## src/rtl/core/lpr_pkg.sv

```systemverilog
// Shared constants and result type for the LRU page replacement block.
package lpr_pkg;

  localparam int MAX_FRAMES_DEF = 8;
  localparam int PAGE_BITS_DEF  = 16;

  localparam int CFG_W       = 4;
  localparam int FRAME_IDX_W = 3;
  localparam int FAULT_W     = 16;

  localparam logic [CFG_W-1:0]   FRAMES_RESET = CFG_W'(3);
  localparam logic [FAULT_W-1:0] FAULT_MAX    = '1;

  typedef struct packed {
    logic                   hit;
    logic [FRAME_IDX_W-1:0] frame_index;
    logic [FAULT_W-1:0]     fault_count;
    logic                   sequence_done;
  } result_t;

endpackage

```

## src/rtl/core/lpr_channels.sv

```systemverilog
// Valid/ready channel interfaces: page references, results and configuration.
interface lpr_ref_if #(
  parameter int PAGE_BITS = lpr_pkg::PAGE_BITS_DEF
);
  logic                 valid;
  logic                 ready;
  logic [PAGE_BITS-1:0] page;
  logic                 last_reference;

  modport source (output valid, page, last_reference, input ready);
  modport sink   (input valid, page, last_reference, output ready);
endinterface

interface lpr_result_if;
  logic                                valid;
  logic                                ready;
  logic                                hit;
  logic [lpr_pkg::FRAME_IDX_W-1:0]     frame_index;
  logic [lpr_pkg::FAULT_W-1:0]         fault_count;
  logic                                sequence_done;

  modport source (output valid, hit, frame_index, fault_count, sequence_done, input ready);
  modport sink   (input valid, hit, frame_index, fault_count, sequence_done, output ready);
endinterface

interface lpr_cfg_if;
  logic                        valid;
  logic                        ready;
  logic [lpr_pkg::CFG_W-1:0]   frames_in_use;

  modport source (output valid, frames_in_use, input ready);
  modport sink   (input valid, frames_in_use, output ready);
endinterface

```

## src/rtl/core/lpr_result_buf.sv

```systemverilog
// Two-entry result buffer: holds results while the consumer stalls.
module lpr_result_buf (
  input  logic             clk,
  input  logic             rst,
  input  logic             push_valid,
  output logic             push_ready,
  input  lpr_pkg::result_t push_data,
  output logic             pop_valid,
  input  logic             pop_ready,
  output lpr_pkg::result_t pop_data
);

  lpr_pkg::result_t entry [2];
  logic             wr_ptr;
  logic             rd_ptr;
  logic [1:0]       count;
  logic             push;
  logic             pop;

  assign push_ready = (count != 2'd2);
  assign pop_valid  = (count != 2'd0);
  assign pop_data   = entry[rd_ptr];
  assign push       = push_valid && push_ready;
  assign pop        = pop_valid && pop_ready;

  always_ff @(posedge clk) begin
    if (rst) begin
      wr_ptr <= 1'b0;
      rd_ptr <= 1'b0;
      count  <= 2'd0;
    end else begin
      if (push) begin
        wr_ptr <= ~wr_ptr;
      end
      if (pop) begin
        rd_ptr <= ~rd_ptr;
      end
      unique case ({push, pop})
        2'b10:   count <= count + 2'd1;
        2'b01:   count <= count - 2'd1;
        default: count <= count;
      endcase
    end
  end

  // payload, no reset
  always_ff @(posedge clk) begin
    if (push) begin
      entry[wr_ptr] <= push_data;
    end
  end

endmodule

```

## src/rtl/core/lru_page_replacement.sv

```systemverilog
// LRU page replacement: per-reference hit/fill decision with rank-based recency.
// The result is registered in the result buffer before it shows on the result channel.
// Throughput: one reference per cycle while the result buffer has room; tag compare,
//   victim pick and rank update all settle in the accept cycle against the frame registers.
// A two-entry result buffer lets references keep flowing while one result waits.
// Reset (rst, synchronous): frames empty, ranks and fault count zero, frames_in_use = 3.
module lru_page_replacement #(
  parameter int MAX_FRAMES = lpr_pkg::MAX_FRAMES_DEF,
  parameter int PAGE_BITS  = lpr_pkg::PAGE_BITS_DEF
) (
  input  logic      clk,
  input  logic      rst,
  lpr_ref_if.sink   refs,
  lpr_result_if.source result,
  lpr_cfg_if.sink   cfg
);

  localparam int IDX_W  = (MAX_FRAMES > 1) ? $clog2(MAX_FRAMES) : 1;
  localparam int RANK_W = IDX_W;
  localparam logic [RANK_W-1:0] RANK_MAX = RANK_W'(MAX_FRAMES - 1);

  // ---------------------------------------------------------------------------
  // Configuration: number of managed frames, writable any time (always ready).
  // ---------------------------------------------------------------------------
  logic [lpr_pkg::CFG_W-1:0] frames_in_use;

  assign cfg.ready = 1'b1;

  always_ff @(posedge clk) begin
    if (rst) begin
      frames_in_use <= lpr_pkg::FRAMES_RESET;
    end else if (cfg.valid) begin
      frames_in_use <= cfg.frames_in_use;
    end
  end

  // ---------------------------------------------------------------------------
  // Frame state. Page tags have no reset; a tag is only looked at when its
  // valid bit is set.
  // ---------------------------------------------------------------------------
  logic [PAGE_BITS-1:0]     frame_page [MAX_FRAMES];
  logic [MAX_FRAMES-1:0]    frame_valid;
  logic [RANK_W-1:0]        rank       [MAX_FRAMES];
  logic [lpr_pkg::FAULT_W-1:0] faults;

  logic [MAX_FRAMES-1:0]    frame_valid_next;
  logic [RANK_W-1:0]        rank_next  [MAX_FRAMES];
  logic [lpr_pkg::FAULT_W-1:0] faults_next;
  logic [lpr_pkg::FAULT_W-1:0] fault_count;

  // ---------------------------------------------------------------------------
  // Lookup and replacement decision
  // ---------------------------------------------------------------------------
  logic                  accept;
  logic [PAGE_BITS-1:0]  page;
  logic [MAX_FRAMES-1:0] active;    // frame is within frames_in_use (0 counts as 1)
  logic [MAX_FRAMES-1:0] hit_vec;
  logic [MAX_FRAMES-1:0] empty_vec;
  logic                  hit;
  logic                  any_empty;
  logic [IDX_W-1:0]      hit_idx;
  logic [IDX_W-1:0]      empty_idx;
  logic [IDX_W-1:0]      victim_idx;
  logic [IDX_W-1:0]      sel;
  logic [RANK_W-1:0]     age_limit;
  logic                  age_all;   // filling an empty frame ages every other valid active frame

  assign page   = refs.page;
  assign accept = refs.valid && refs.ready;

  always_comb begin
    for (int j = 0; j < MAX_FRAMES; j++) begin
      active[j]    = (j == 0) || (32'(j) < 32'(frames_in_use));
      hit_vec[j]   = active[j] && frame_valid[j] && (frame_page[j] == page);
      empty_vec[j] = active[j] && !frame_valid[j];
    end
    hit       = |hit_vec;
    any_empty = |empty_vec;

    // lowest index wins: scan from the top down
    hit_idx   = '0;
    empty_idx = '0;
    for (int j = MAX_FRAMES - 1; j >= 0; j--) begin
      if (hit_vec[j]) begin
        hit_idx = IDX_W'(j);
      end
      if (empty_vec[j]) begin
        empty_idx = IDX_W'(j);
      end
    end

    // oldest active frame, ties to the lowest index
    victim_idx = '0;
    for (int j = 1; j < MAX_FRAMES; j++) begin
      if (active[j] && (rank[j] > rank[victim_idx])) begin
        victim_idx = IDX_W'(j);
      end
    end

    priority if (hit) begin
      sel       = hit_idx;
      age_all   = 1'b0;
      age_limit = rank[hit_idx];
    end else if (any_empty) begin
      sel       = empty_idx;
      age_all   = 1'b1;
      age_limit = rank[empty_idx];
    end else begin
      sel       = victim_idx;
      age_all   = 1'b0;
      age_limit = rank[victim_idx];
    end
  end

  // ---------------------------------------------------------------------------
  // Next state
  // ---------------------------------------------------------------------------
  always_comb begin
    for (int j = 0; j < MAX_FRAMES; j++) begin
      rank_next[j] = rank[j];
      if (IDX_W'(j) == sel) begin
        rank_next[j] = '0;
      end else if (active[j] && frame_valid[j] && (age_all || (rank[j] < age_limit))
                   && (rank[j] != RANK_MAX)) begin
        rank_next[j] = rank[j] + RANK_W'(1);
      end
    end

    frame_valid_next      = frame_valid;
    frame_valid_next[sel] = 1'b1;

    if (hit || (faults == lpr_pkg::FAULT_MAX)) begin
      fault_count = faults;
    end else begin
      fault_count = faults + lpr_pkg::FAULT_W'(1);
    end

    // end of sequence: report first, then forget everything but the config
    if (refs.last_reference) begin
      frame_valid_next = '0;
      faults_next      = '0;
      for (int j = 0; j < MAX_FRAMES; j++) begin
        rank_next[j] = '0;
      end
    end else begin
      faults_next = fault_count;
    end
  end

  always_ff @(posedge clk) begin
    if (rst) begin
      frame_valid <= '0;
      faults      <= '0;
      for (int j = 0; j < MAX_FRAMES; j++) begin
        rank[j] <= '0;
      end
    end else if (accept) begin
      frame_valid <= frame_valid_next;
      faults      <= faults_next;
      for (int j = 0; j < MAX_FRAMES; j++) begin
        rank[j] <= rank_next[j];
      end
    end
  end

  // tag written only on a fill
  always_ff @(posedge clk) begin
    if (accept && !hit) begin
      frame_page[sel] <= page;
    end
  end

  // ---------------------------------------------------------------------------
  // Result path
  // ---------------------------------------------------------------------------
  lpr_pkg::result_t res_in;
  lpr_pkg::result_t res_out;

  always_comb begin
    res_in.hit           = hit;
    res_in.frame_index   = lpr_pkg::FRAME_IDX_W'(sel);
    res_in.fault_count   = fault_count;
    res_in.sequence_done = refs.last_reference;
  end

  lpr_result_buf u_result_buf (
    .clk        (clk),
    .rst        (rst),
    .push_valid (refs.valid),
    .push_ready (refs.ready),
    .push_data  (res_in),
    .pop_valid  (result.valid),
    .pop_ready  (result.ready),
    .pop_data   (res_out)
  );

  assign result.hit           = res_out.hit;
  assign result.frame_index   = res_out.frame_index;
  assign result.fault_count   = res_out.fault_count;
  assign result.sequence_done = res_out.sequence_done;

  // ---------------------------------------------------------------------------
  // Assertions
  // ---------------------------------------------------------------------------
  a_last_clears: assert property (@(posedge clk) disable iff (rst)
    accept && refs.last_reference |=> (frame_valid == '0) && (faults == '0))
    else $error("state not cleared after end of sequence");

  a_fault_counts: assert property (@(posedge clk) disable iff (rst)
    accept && !refs.last_reference && !hit |=> faults != '0)
    else $error("fault not counted");

  a_sel_most_recent: assert property (@(posedge clk) disable iff (rst)
    accept && !refs.last_reference |=> frame_valid[$past(sel)] && (rank[$past(sel)] == '0))
    else $error("referenced frame not valid and most recent");

endmodule

```

## src/flat_wrapper.sv

```systemverilog
// flat-port wrapper written by rule: the top's interface ports become plain ports
module lru_page_replacement_flat 
#(
  parameter int MAX_FRAMES = lpr_pkg::MAX_FRAMES_DEF,
  parameter int PAGE_BITS  = lpr_pkg::PAGE_BITS_DEF
)
  (clk, rst, refs_valid, refs_page, refs_last_reference, refs_ready, result_valid, result_hit, result_frame_index, result_fault_count, result_sequence_done, result_ready, cfg_valid, cfg_frames_in_use, cfg_ready);
  lpr_ref_if #(.PAGE_BITS(PAGE_BITS)) refs_i ();
  lpr_result_if result_i ();
  lpr_cfg_if cfg_i ();
  input  logic clk;
  input  logic rst;
  input wire logic [$bits(refs_i.valid)-1:0] refs_valid;
  input wire logic [$bits(refs_i.page)-1:0] refs_page;
  input wire logic [$bits(refs_i.last_reference)-1:0] refs_last_reference;
  output wire logic [$bits(refs_i.ready)-1:0] refs_ready;
  output wire logic [$bits(result_i.valid)-1:0] result_valid;
  output wire logic [$bits(result_i.hit)-1:0] result_hit;
  output wire logic [$bits(result_i.frame_index)-1:0] result_frame_index;
  output wire logic [$bits(result_i.fault_count)-1:0] result_fault_count;
  output wire logic [$bits(result_i.sequence_done)-1:0] result_sequence_done;
  input wire logic [$bits(result_i.ready)-1:0] result_ready;
  input wire logic [$bits(cfg_i.valid)-1:0] cfg_valid;
  input wire logic [$bits(cfg_i.frames_in_use)-1:0] cfg_frames_in_use;
  output wire logic [$bits(cfg_i.ready)-1:0] cfg_ready;
  assign refs_i.valid = refs_valid;
  assign refs_i.page = refs_page;
  assign refs_i.last_reference = refs_last_reference;
  assign refs_ready = refs_i.ready;
  assign result_valid = result_i.valid;
  assign result_hit = result_i.hit;
  assign result_frame_index = result_i.frame_index;
  assign result_fault_count = result_i.fault_count;
  assign result_sequence_done = result_i.sequence_done;
  assign result_i.ready = result_ready;
  assign cfg_i.valid = cfg_valid;
  assign cfg_i.frames_in_use = cfg_frames_in_use;
  assign cfg_ready = cfg_i.ready;
  lru_page_replacement #(.MAX_FRAMES(MAX_FRAMES), .PAGE_BITS(PAGE_BITS)) u_core (.clk(clk), .rst(rst), .refs(refs_i), .result(result_i), .cfg(cfg_i));
endmodule
```

## config.mk

```make
export PLATFORM = sky130hd
export DESIGN_NAME = lru_page_replacement_flat
export DESIGN_NICKNAME = d
export VERILOG_FILES = /design/src/rtl/core/lpr_pkg.sv /design/src/rtl/core/lpr_channels.sv /design/src/rtl/core/lpr_result_buf.sv /design/src/rtl/core/lru_page_replacement.sv /design/src/flat_wrapper.sv
export SDC_FILE = /design/constraint.sdc
export NUM_CORES = 1
export LEC_CHECK = 0
export BUFFER_PORTS_ARGS = -buffer_cell sky130_fd_sc_hd__buf_2
export CORE_ASPECT_RATIO = 0.6
export CORE_MARGIN = 5
export CORE_UTILIZATION = 45
export CTS_BUF_LIST = sky130_fd_sc_hd__clkbuf_8 sky130_fd_sc_hd__clkbuf_16
export CTS_CLUSTER_SIZE = 16
export DETAILED_ROUTE_END_ITERATION = 6
export GPL_TIMING_DRIVEN = 0
export PLACE_DENSITY = 0.71
export SYNTH_ARGS = -nofsm -noshare
export SYNTH_HDL_FRONTEND = slang
export SYNTH_HIERARCHICAL = 1
export SYNTH_SLANG_ARGS = --single-unit
```

## constraint.sdc

```tcl
create_clock -name clk -period 32.3 [get_ports clk]
set_clock_uncertainty 0.15 [all_clocks]
set_input_delay 0 -clock clk [delete_from_list [all_inputs] [get_ports clk]]
set_output_delay 0 -clock clk [all_outputs]
set_load 0.03 [all_outputs]
```

==> results.py <==
metrics = {
    "timing": {
        "hold_viol_final": 0,
        "fin_setup_tns_ns": 0,
        "fmax_mhz": 68.6,
        "rsz0062_at_grt": "false",
        "slew_viol_final": 0,
        "relSlewSlack_pct": 26.2,
        "fin_crit_sh_pct": 45.1,
        "period_needed_ns": 14.57,
        "tightest_slew_ns": 1.11,
        "setup_viol": 0,
    },
    "critical_path": {
        "startpoint_type": "flop",
        "r2r_setup_slack_ns": 17.73,
        "max_stage_delay_ns": 0.58,
        "cp_max_fo": 10,
        "crit_required_ns": 32.31,
        "crit_slowest_cell": "edfxtp_1",
        "worstPathArrival_ns": 14.58,
        "reg2reg_to": "u_core/rank[2][2]",
        "cpMostUsedCell": "ha_1",
        "critPathKind": "flop to flop",
        "end_kind": "flop",
        "r2r_cells": 53,
        "r2r-start": "u_core/rank[1][0]",
    },
    "die": {
        "row_count": 47,
        "design.die.area_um2": 31600,
        "core_um2": 27600,
        "initial_core_util_pct": 45.8,
        "die_x_um": 226,
        "die_h_um": 140,
        "ios": 50,
    },
    "synthesis": {
        "yosysUniqueCellTypes": 84,
        "synthArstFlopShare_pct": 0,
        "netlist_area_um2": 12600,
        "yosysSeqAreaShare_pct": 51.4,
        "syn_avg_cell_area_um2": 11.5,
        "synth_edf_count": 194,
        "ys.flop_type": "edfxtp_1",
        "synth_nets": 1173,
        "syn_inst": 1100,
        "ys_warn_count": 6,
        "synth_seq_cells": 227,
    },
    "power_and_ir_drop": {
        "p_clk_share_pct": 25.4,
        "power_density_nw_per_um2": 73.9,
        "swShare_pct": 38.2,
        "power.leakage_nw": 5.19,
        "pwr-share-seq_pct": 35.0,
        "pwr-share-comb_pct": 39.7,
        "power_switching_w": 0.000411,
        "internal_power_w": 0.000664,
        "ir_drop_uv": 76.2,
    },
    "cells_and_area": {
        "n_antenna_cell": 0,
        "final_util_pct": 52.7,
        "num-nets-final": 1285,
        "layout-drive-gt1-share_pct": 15.9,
        "layout_commonest_cell": "edfxtp_1",
        "final_cell_mix": "edfxtp_1 (194), xnor2_1 (85), buf_2 (69)",
        "area_delta_synth_final_pct": 15.1,
        "layoutNonFillerInstCount": 1596,
    },
    "place": {
        "port_buffers": 48,
        "gp_congestion": 1.03,
        "dpl.hpwl_mm": 28.8,
        "dpl.cell_count": 1523,
    },
    "hold_path": {
        "hold_depth": 2,
        "hold_path.startpoint": "refs_last_reference",
        "holdPathEnd": "u_core/u_result_buf/entry[1][0]",
        "hp-class": "primary input to flop",
    },
    "drt": {
        "drt-initial-drc-count": 1232,
        "drc": 0,
        "vias_per_cell": 6.05,
        "routedWlPerCell_um": 23.9,
        "wl_mm": 38.2,
        "drt-pass1-iter-count": 5,
        "detail-route-antenna-nets": 0,
        "num_vias": 9658,
    },
    "global_route": {
        "grt-ovfl-total": 0,
        "track_usage_pct": 23.7,
        "antenna_found_initial": 0,
        "grt_max_degree": 22,
        "grt_pass1_vias": 9008,
        "grt_pass1_wl_mm": 56.7,
    },
    "clocking": {
        "cts_root_buf": "clkbuf_16",
        "path_clk_slew_ns": 0.07,
        "cts_inserted_buffers": 23,
        "insertion_delay_ns": 0.54,
        "clock-sinks": 227,
        "post_cts_buffers": 0,
        "cts_buffer_depth": 3,
        "cts_tree": "built",
        "cts_max_level": 1,
    },
    "run_status": {
        "status": "finished, final reports clean",
    },
    "flow_run": {
        "drv_cap": 0,
    },
}
-- synthesized netlist by cell type (8+ instances only) --
cell,n,area [um2]
mux2_2,28,315
nand2_1,63,236
a22o_1,9,78.8
xnor2_1,85,744
nand2b_1,9,56.3
inv_1,23,86.3
a31oi_1,17,106
a211o_1,14,123
nor2_1,71,267
mux2i_1,21,210
o21a_1,16,120
nor2b_1,10,62.6
a21oi_1,51,255
and2_1,29,181
and3_1,8,50.1
ha_1,47,588
nor4_1,14,87.6
a211oi_1,14,105
dfxtp_1,33,661
a21o_1,9,67.6
nand4_1,23,144
nor3_1,26,130
o21ai_1,8,40.0
nand3_1,25,125
xor2_1,60,526
o21ai_0,33,165
or4_1,10,75.1
buf_2,21,105
edfxtp_1,194,5830
-- worst max-delay path by stage --
| stage | from | end | slack (ns) |
|---|---|---|---|
| 4_1_cts | u_core/rank[1][0] | u_core/rank[2][2] | 18.27 |
| 5_1_grt | u_core/rank[1][0] | u_core/rank[2][1] | 17.05 |
| 3_5_place_dp | u_core/rank[1][0] | u_core/rank[2][0] | 18.34 |
| 3_3_place_gp | u_core/rank[1][0] | u_core/frame_page[5][11] | 17.31 |
| 6_report | u_core/rank[1][0] | u_core/rank[2][2] | 17.73 |
| 2_1_floorplan | u_core/rank[1][2] | u_core/frame_page[0][0] | 20.93 |
-- power by group through the flow --
stage / logic (W) / clock network [W] / registers [W]
final: 0.000426 / 0.000273 / 0.000376
after global routing: 0.000461 / 0.000291 / 0.000377
after CTS: 0.000414 / 0.000277 / 0.000374
after detailed placement: 0.000407 / 0 / 0.000380
after global placement: 0.000398 / 0 / 0.000379
after floorplan: 0.000302 / 0 / 0.000367
-- per-layer routing --
layer	global-route usage, %	vias up	routed length [um]
li1	-	4375	-
met1	38.8	4762	18400
met2	28.8	490	13900
met3	10.3	31	5440
met4	3.13	0	416
met5	0	-	0
-- sequential cells by signal, indices dropped and copies added, names as in the netlist, named ones only --
signal,flops
u_core/frames_in_use,4
u_core/faults,16
u_core/u_result_buf/entry,42
u_core/u_result_buf/count,2
u_core/u_result_buf/rd_ptr,1
u_core/u_result_buf/wr_ptr,1
u_core/rank,24
u_core/frame_page,128
u_core/frame_valid,8
-- timing repair --
action                    CTS  global route
resized for setup           0             0
hold endpoints to repair  148             0
hold buffers               31             0
-- final cells by class --
cell class                      count  area [um2]
Timing Repair Buffer               87         652
Fill cell                        2342       13100
Inverter                           25        93.8
Buffer                             39         221
Sequential cell                   227        6490
Clock inverter                     19         186
Clock buffer                       23         576
Tap cell                          367         459
Multi-Input combinational cell    809        5860
-- metrics by stage --
step | hold slack [ns] | worst slack (ns) | area, um2 | total power [W]
2_1_floorplan | -0.0809 | 20.93 | 12600 | 0.000669
3_3_place_gp | 0.0601 | 17.31 | 13300 | 0.000777
3_5_place_dp | 0.0670 | 18.34 | 13500 | 0.000787
4_1_cts | 0.0745 | 18.27 | 14500 | 0.00106
5_1_grt | 0.110 | 17.05 | 14500 | 0.00113
6_report | 0.0996 | 17.73 | 14500 | 0.00107
-- critical path: cells and delay by family (launching register included) --
family                     cells  cell delay, ns
buffers and inverters          5            1.19
adders and majority gates      8            2.40
muxes                          3            0.94
AOI/OAI and AO/OA             27            7.54
DFF                            1            0.58
and+or+nand+nor               10            1.35
-- kinds of logic (layout without fill, tap and decap cells) --
family / count (synthesis) / in the layout / synth area share (%)
mux: 50 / 50 / 4.28
simple gates: 331 / 331 / 14.2
xor+xnor: 145 / 145 / 10.1
fa+ha+maj: 48 / 48 / 4.75
buf+inv: 64 / 193 / 2.50
other cells: 1 / 1 / 0.0297
compound gates: 234 / 234 / 12.9
flops: 227 / 227 / 51.4
Note: power is estimated with default switching activity, not from simulation.
